`config.mk`:
```
export PLATFORM = sky130hd
export DESIGN_NAME = tea_mul
export DESIGN_NICKNAME = d
export VERILOG_FILES = /design/src/tea_pkg.sv /design/src/tea_mul.sv
export SDC_FILE = /design/constraint.sdc
export NUM_CORES = 2
export LEC_CHECK = 0
export BUFFER_PORTS_ARGS = -buffer_cell sky130_fd_sc_hd__buf_2
export CAP_MARGIN = 20
export CORE_UTILIZATION = 50
export DETAILED_ROUTE_END_ITERATION = 8
export GPL_TIMING_DRIVEN = 0
export PLACE_DENSITY = 0.65
export SLEW_MARGIN = 20
export SYNTH_ARGS = -nofsm -noshare
export SYNTH_HDL_FRONTEND = slang
export SYNTH_SLANG_ARGS = --single-unit
```
`constraint.sdc`:
```
create_clock -name clk_i -period 9.8 [get_ports clk_i]
set_input_delay 0.98 -clock clk_i [delete_from_list [all_inputs] [get_ports clk_i]]
set_output_delay 0.98 -clock clk_i [all_outputs]
set_load 0.01 [all_outputs]
```
`src/tea_pkg.sv`:
```
// ----------------------------------------------------------------------------
// Torsion energy accumulator package
// Shared widths, fixed-point constants, style codes and series divisor tables.
// ----------------------------------------------------------------------------
package tea_pkg;

  localparam int COEF_WIDTH_DEF = 32;
  localparam int SUM_WIDTH_DEF  = 48;

  // internal coefficient and per-item energy widths
  localparam int KW = 48;
  localparam int EW = 52;

  // shared multiplier
  localparam int MUL_W  = 34;
  localparam int PROD_W = 2 * MUL_W;

  localparam logic [31:0] RAD_TO_BAM = 32'd2734261102;
  localparam logic [30:0] PIO2_Q30   = 31'd1686629713;
  localparam logic [30:0] Q30_ONE    = 31'h4000_0000;
  localparam logic [29:0] Q29_HALF   = 30'h2000_0000;
  localparam logic [5:0]  DEG_DIV    = 6'd45;
  // 8192 / 45 = 182 + 2 / 45; floor(2^32 / 45)
  localparam logic [7:0]  DEG_WHOLE  = 8'd182;
  localparam logic [26:0] DEG_RECIP  = 27'd95443717;

  localparam logic [2:0] STYLE_NONE    = 3'd0;
  localparam logic [2:0] STYLE_COSINE  = 3'd1;
  localparam logic [2:0] STYLE_COS3    = 3'd2;
  localparam logic [2:0] STYLE_COS4    = 3'd3;
  localparam logic [2:0] STYLE_COS3C   = 3'd4;
  localparam logic [2:0] STYLE_SPARE_A = 3'd5;
  localparam logic [2:0] STYLE_SPARE_B = 3'd6;
  localparam logic [2:0] STYLE_SPARE_C = 3'd7;

  // divisor of series step j
  function automatic logic [6:0] div_const(input logic use_sin, input logic [1:0] j);
    logic [6:0] d;
    case ({use_sin, j})
      3'b000:  d = 7'd56;
      3'b001:  d = 7'd30;
      3'b010:  d = 7'd12;
      3'b011:  d = 7'd2;
      3'b100:  d = 7'd72;
      3'b101:  d = 7'd42;
      3'b110:  d = 7'd20;
      default: d = 7'd6;
    endcase
    return d;
  endfunction

  // floor(2^32 / divisor) of series step j
  function automatic logic [31:0] div_recip(input logic use_sin, input logic [1:0] j);
    logic [31:0] r;
    case ({use_sin, j})
      3'b000:  r = 32'd76695844;
      3'b001:  r = 32'd143165576;
      3'b010:  r = 32'd357913941;
      3'b011:  r = 32'd2147483648;
      3'b100:  r = 32'd59652323;
      3'b101:  r = 32'd102261126;
      3'b110:  r = 32'd214748364;
      default: r = 32'd715827882;
    endcase
    return r;
  endfunction

endpackage

```
`src/tea_mul.sv`:
```
// ----------------------------------------------------------------------------
// Torsion energy shared multiplier
// Signed multiply with a registered product, shared by the sequencer's multiply steps.
// ----------------------------------------------------------------------------
module tea_mul (
  input  logic                                  clk_i,
  input  logic signed [tea_pkg::MUL_W-1:0]      a_i,
  input  logic signed [tea_pkg::MUL_W-1:0]      b_i,
  output logic signed [tea_pkg::PROD_W-1:0]     p_o
);

  always_ff @(posedge clk_i) begin
    p_o <= a_i * b_i;
  end

endmodule

```
== Yosys cells after proc, flatten, opt, wreduce, memory -nomap -nowiden ==
Cells that the tools add are included.
Storage, ports and cells
  register bits after elaboration: 68
  bits of input ports: 69
  output and inout port bits: 68
  logic and storage cells: 2
Operators by class
  $mul: 1
Operators by type and width (number)
  $mul 34x34->68: 1

== Longest topological paths before layout ==
  word-level depth: 1
  depth in mapped cells: 31
  depth with buffers taken out: 29

== Worst setup path after synthesis ==
OpenSTA, ideal clock, no wires.
  path kind: input port to flip-flop
  start: input port a_i[33] (netlist name)
  end: register p_o[65] (netlist name)
  arrival time: 8398 ps
  required time: 9728 ps
  setup slack: 1330 ps
  stages: 24
  cell sequence: clkbuf_1 nand2_1 inv_1 fa_1 fa_1 fa_1 fa_1 inv_1 fa_1 fa_1 fa_1 fa_1 inv_1 ha_1 clkdlybuf4s50_2 nand3_1 or2_2 nor2_1 a221oi_1 o21ai_0 a31oi_2 nor2_2 o41ai_2 xnor2_1
Between the ends
  cells in the longest elaborated chain, start to end: 1
Ends and longest elaborated chain
  start, declared: line tea_mul.sv:7  | input logic signed [tea_pkg::MUL_W-1:0] a_i,
  $mul 34x34->68: line tea_mul.sv:13  | p_o <= a_i * b_i;
  end signal, assigned: line tea_mul.sv:13
  end, declared: line tea_mul.sv:9  | output logic signed [tea_pkg::PROD_W-1:0] p_o
Every way passes these cells.

== Worst setup path after layout ==
  start: input port b_i[6] (netlist name)
  end: register p_o[67] (netlist name)
Between the ends
  cells in the longest elaborated chain, start to end: 1
Ends and longest elaborated chain
  start, declared: line tea_mul.sv:8  | input logic signed [tea_pkg::MUL_W-1:0] b_i,
  $mul 34x34->68: line tea_mul.sv:13
Every way passes these cells.

==> implementation parameters <==
Parameter                              Value

Final layout
  Top Registers ... p_o x68
  Number of flip-flops under the largest register name ... 68
  Final net count ... 6211
  Fraction of layout instances using a drive strength above 1 ... 4.381%
  Biggest register ... p_o
  Non-filler cells in the finished layout ... 5860
  Area Growth Syn to Fin ... 5.848%

Synth
  Synth Warn # ... 0
  Yosys top cell area share ... 57.74%
  Cell types occupying the most area after synthesis ... fa_1, inv_1, and2_1, ha_1, nand2_1
  Mean area per synthesized cell ... 9.448 um^2
  Syn nets ... 6068
  Cell type contributing the most total cell area after synthesis ... fa_1
  Number of synthesized flops with an enable pin ... 0
  Share of synthesized area occupied by flip-flops and latches ... 3.164%
  Post-synth ARST share ... 0%
  Cell Area, Synth ... 43030 um^2
  Synth cell types ... 69
  Seq cells post-synth ... 68
  Cell count after synthesis ... 4554
  Most used DFF post-synth ... dfxtp_1

Flow run
  Max-capacitance violation count ... 0

STA
  Number of hold-slack violations in the final timing report ... 0
  Final Max Slew Viols ... 0
  Max Fclk ... 103.1 MHz
  Count of endpoints failing setup in the final report ... 0
  Final worst-path cycle share ... 98.97%
  Max transition margin ... 16.50%
  Final worst-path setup slack ... 100.5 ps
  Slew at the pin closest to its max-slew limit ... 1253 ps
  Final worst path period need ... 9700 ps

Routing
  DRC violation total after the first TritonRoute iteration ... 2820
  Wire length reported by the detailed router ... 160600 um
  Pre-Repair DR Iteration Count ... 7
  WL per Instance ... 27.41 um
  Total via count in the routed design ... 32160
  Number of remaining DRC errors ... 0
  Via-to-Cell Ratio ... 5.488
  Residual antenna-violating net count after detailed routing ... 0

Clock network
  CTS tree ... yes
  Clock transition time at the flip-flop clock pins of the worst setup and hold paths ... 70 ps
  Buffer cell driving the clock tree root ... clkbuf_16
  CTS max path bufs ... 2
  Number of H-tree branching levels ... 3
  Inserted Clock Buffers ... 9
  Cts-stage hold buffer count ... 0
  TritonCTS sink count ... 68
  Number of buffers inserted to repair setup after CTS ... 0

Global routing
  Global-route wire length before repair ... 234600 um
  Via count of the first global-routing pass ... 34340
  Initial antenna violation count ... 32
  Global routing usage summed across all routing layers ... 38.81%
  Pin count of the biggest net entering global routing ... 18
  Global route total overflow ... 0

Hold path
  Hold path startpoint ... a_i[0]
  WHS Path Cells ... 2
  Worst Hold End ... p_o[0]
  Type of the most critical hold path ... in2reg

Critical path
  Kind of end point of the critical path ... register
  Critical path start-end classification ... in2reg
  Worst-path maximum fanout ... 10
  Required time of the worst setup path ... 10140 ps
  Type of origin of the critical path ... input pin
  Worst path arrival time ... 10040 ps

Placed design
  Worst Setup Slack post-DPL ... -486.6 ps
  GPL Wtd Cong ... 1.048
  Quantity of I/O buffers inserted on ports ... 130
  Post-Place Cells ... 5830
  HPWL after detailed placement ... 136100 um

Floorplan
  Initial Util ... 50.53%
  Io pins ... 137
  Die width ... 295.4 um
  Num rows ... 107
  DIE AREA ... 87230 um^2
  Standard cell core area ... 85150 um^2
  Vertical extent of the die ... 295.4 um

Status
  Outcome ... completed
## placed cells by master (no fill, tap or decap), types with 9 or more instances in the layout
| master | n |
|---|---|
| nand4_1 | 11 |
| nor2_1 | 54 |
| a21oi_1 | 61 |
| ha_1 | 203 |
| xnor2_1 | 56 |
| o21bai_1 | 12 |
| nand2b_1 | 20 |
| clkbuf_16 | 9 |
| nand3_1 | 11 |
| fa_1 | 1239 |
| xor2_1 | 23 |
| o21ai_0 | 31 |
| dfxtp_1 | 68 |
| and2_1 | 621 |
| nand2_1 | 542 |
| inv_1 | 1230 |
| clkbuf_1 | 203 |
| nor2b_1 | 9 |
| buf_2 | 132 |
| diode_2 | 14 |
| clkbuf_2 | 11 |
| a21o_1 | 37 |
## metrics by stage
| stage | hold slack [ps] | utilization, % | setup TNS, ps | area, um^2 |
|---|---|---|---|---|
| floorplan | 1107 | - | 0 | 43030 |
| global placement | 1373 | 52.98 | -5486 | 45110 |
| detailed placement | 1372 | 53.03 | -5319 | 45150 |
| CTS | 954.0 | 53.39 | 0 | 45460 |
| global route | 973.6 | 53.46 | -83.06 | 45520 |
| finish | 987.9 | 53.49 | 0 | 45540 |
## logic make-up (layout without fill, tap and decap cells)
logic type / Yosys count / in the layout / share of synthesized area, %
buffers and inverters: 1460 / 1608 / 12.84
adders and majority gates: 1445 / 1445 / 63.67
and+or+nand+nor: 1296 / 1296 / 15.37
AOI/OAI and AO/OA: 206 / 206 / 3.347
xor gates and xnor gates: 79 / 79 / 1.608
DFF: 68 / 68 / 3.164
other: 0 / 14 / 0
## final cells by class
type                       instances  area (um^2)
fill                            8092        39600
multi-input combinational       3026        36170
inverter                        1232         4624
tap                             1144         1431
sequential                        68         1361
buffer                           228        924.6
timing repair buffer             132        685.7
clock buffer                       9        225.2
clock inverter                     7        82.58
antenna                           14        35.03
## Yosys cell counts (4+ instances only)
| cell type | count |
|---|---|
| a211oi_1 | 6 |
| a21o_1 | 37 |
| a21oi_1 | 61 |
| a31oi_1 | 7 |
| and2_1 | 621 |
| and3_1 | 5 |
| buf_4 | 4 |
| clkbuf_1 | 214 |
| dfxtp_1 | 68 |
| fa_1 | 1241 |
| ha_1 | 204 |
| inv_1 | 1231 |
| nand2_1 | 542 |
| nand2b_1 | 20 |
| nand3_1 | 11 |
| nand4_1 | 11 |
| nor2_1 | 54 |
| nor2b_1 | 9 |
| nor3_1 | 5 |
| o21a_1 | 4 |
| o21ai_0 | 31 |
| o21ai_1 | 7 |
| o21bai_1 | 12 |
| or2_2 | 4 |
| xnor2_1 | 56 |
| xor2_1 | 23 |
## layer usage
| layer | share of wire [%] | wire, um | global-route usage [%] |
|---|---|---|---|
| met1 | 37 | 59240 | 49.51 |
| met2 | 46 | 73520 | 60.63 |
| met3 | 10 | 16720 | 9.059 |
| met4 | 6.9 | 11010 | 22.81 |
| met5 | 0.082 | 131 | 0 |
## worst max-delay path by stage
stage	from	to	slack, ps	cells after the start
6_report	b_i[6]	p_o[67]	100	27
5_1_grt	b_i[6]	p_o[67]	-50	27
4_1_cts	a_i[21]	p_o[64]	30	26
3_5_place_dp	b_i[4]	p_o[64]	-490	26
3_3_place_gp	b_i[4]	p_o[64]	-510	26
2_1_floorplan	a_i[33]	p_o[65]	1330	24
## repair_timing
item	4_1_cts	5_1_grt
gates cloned	0	0
gates resized for setup	2	21
endpoints found under the setup margin	5	12
## worst max-delay path, stage by stage
cell and delay [ps]:
clkbuf_1 480, clkdlybuf4s15_1 860, nand2_1 160, fa_1 560
fa_1 510, inv_1 110, fa_1 500, inv_1 50
fa_1 560, fa_1 530, inv_1 50, fa_1 490
fa_1 510, inv_1 70, fa_1 610, inv_1 80
ha_1 400, a21o_1 210, a21o_1 160, a21oi_1 130
o21ai_1 180, a211oi_4 700, o21ai_4 240, a31oi_2 330
o21ai_0 190, a21oi_1 200, xnor2_1 130
Power is not shown: default switching activity piles up to over one toggle a cycle in this logic, so the estimate is an artifact.
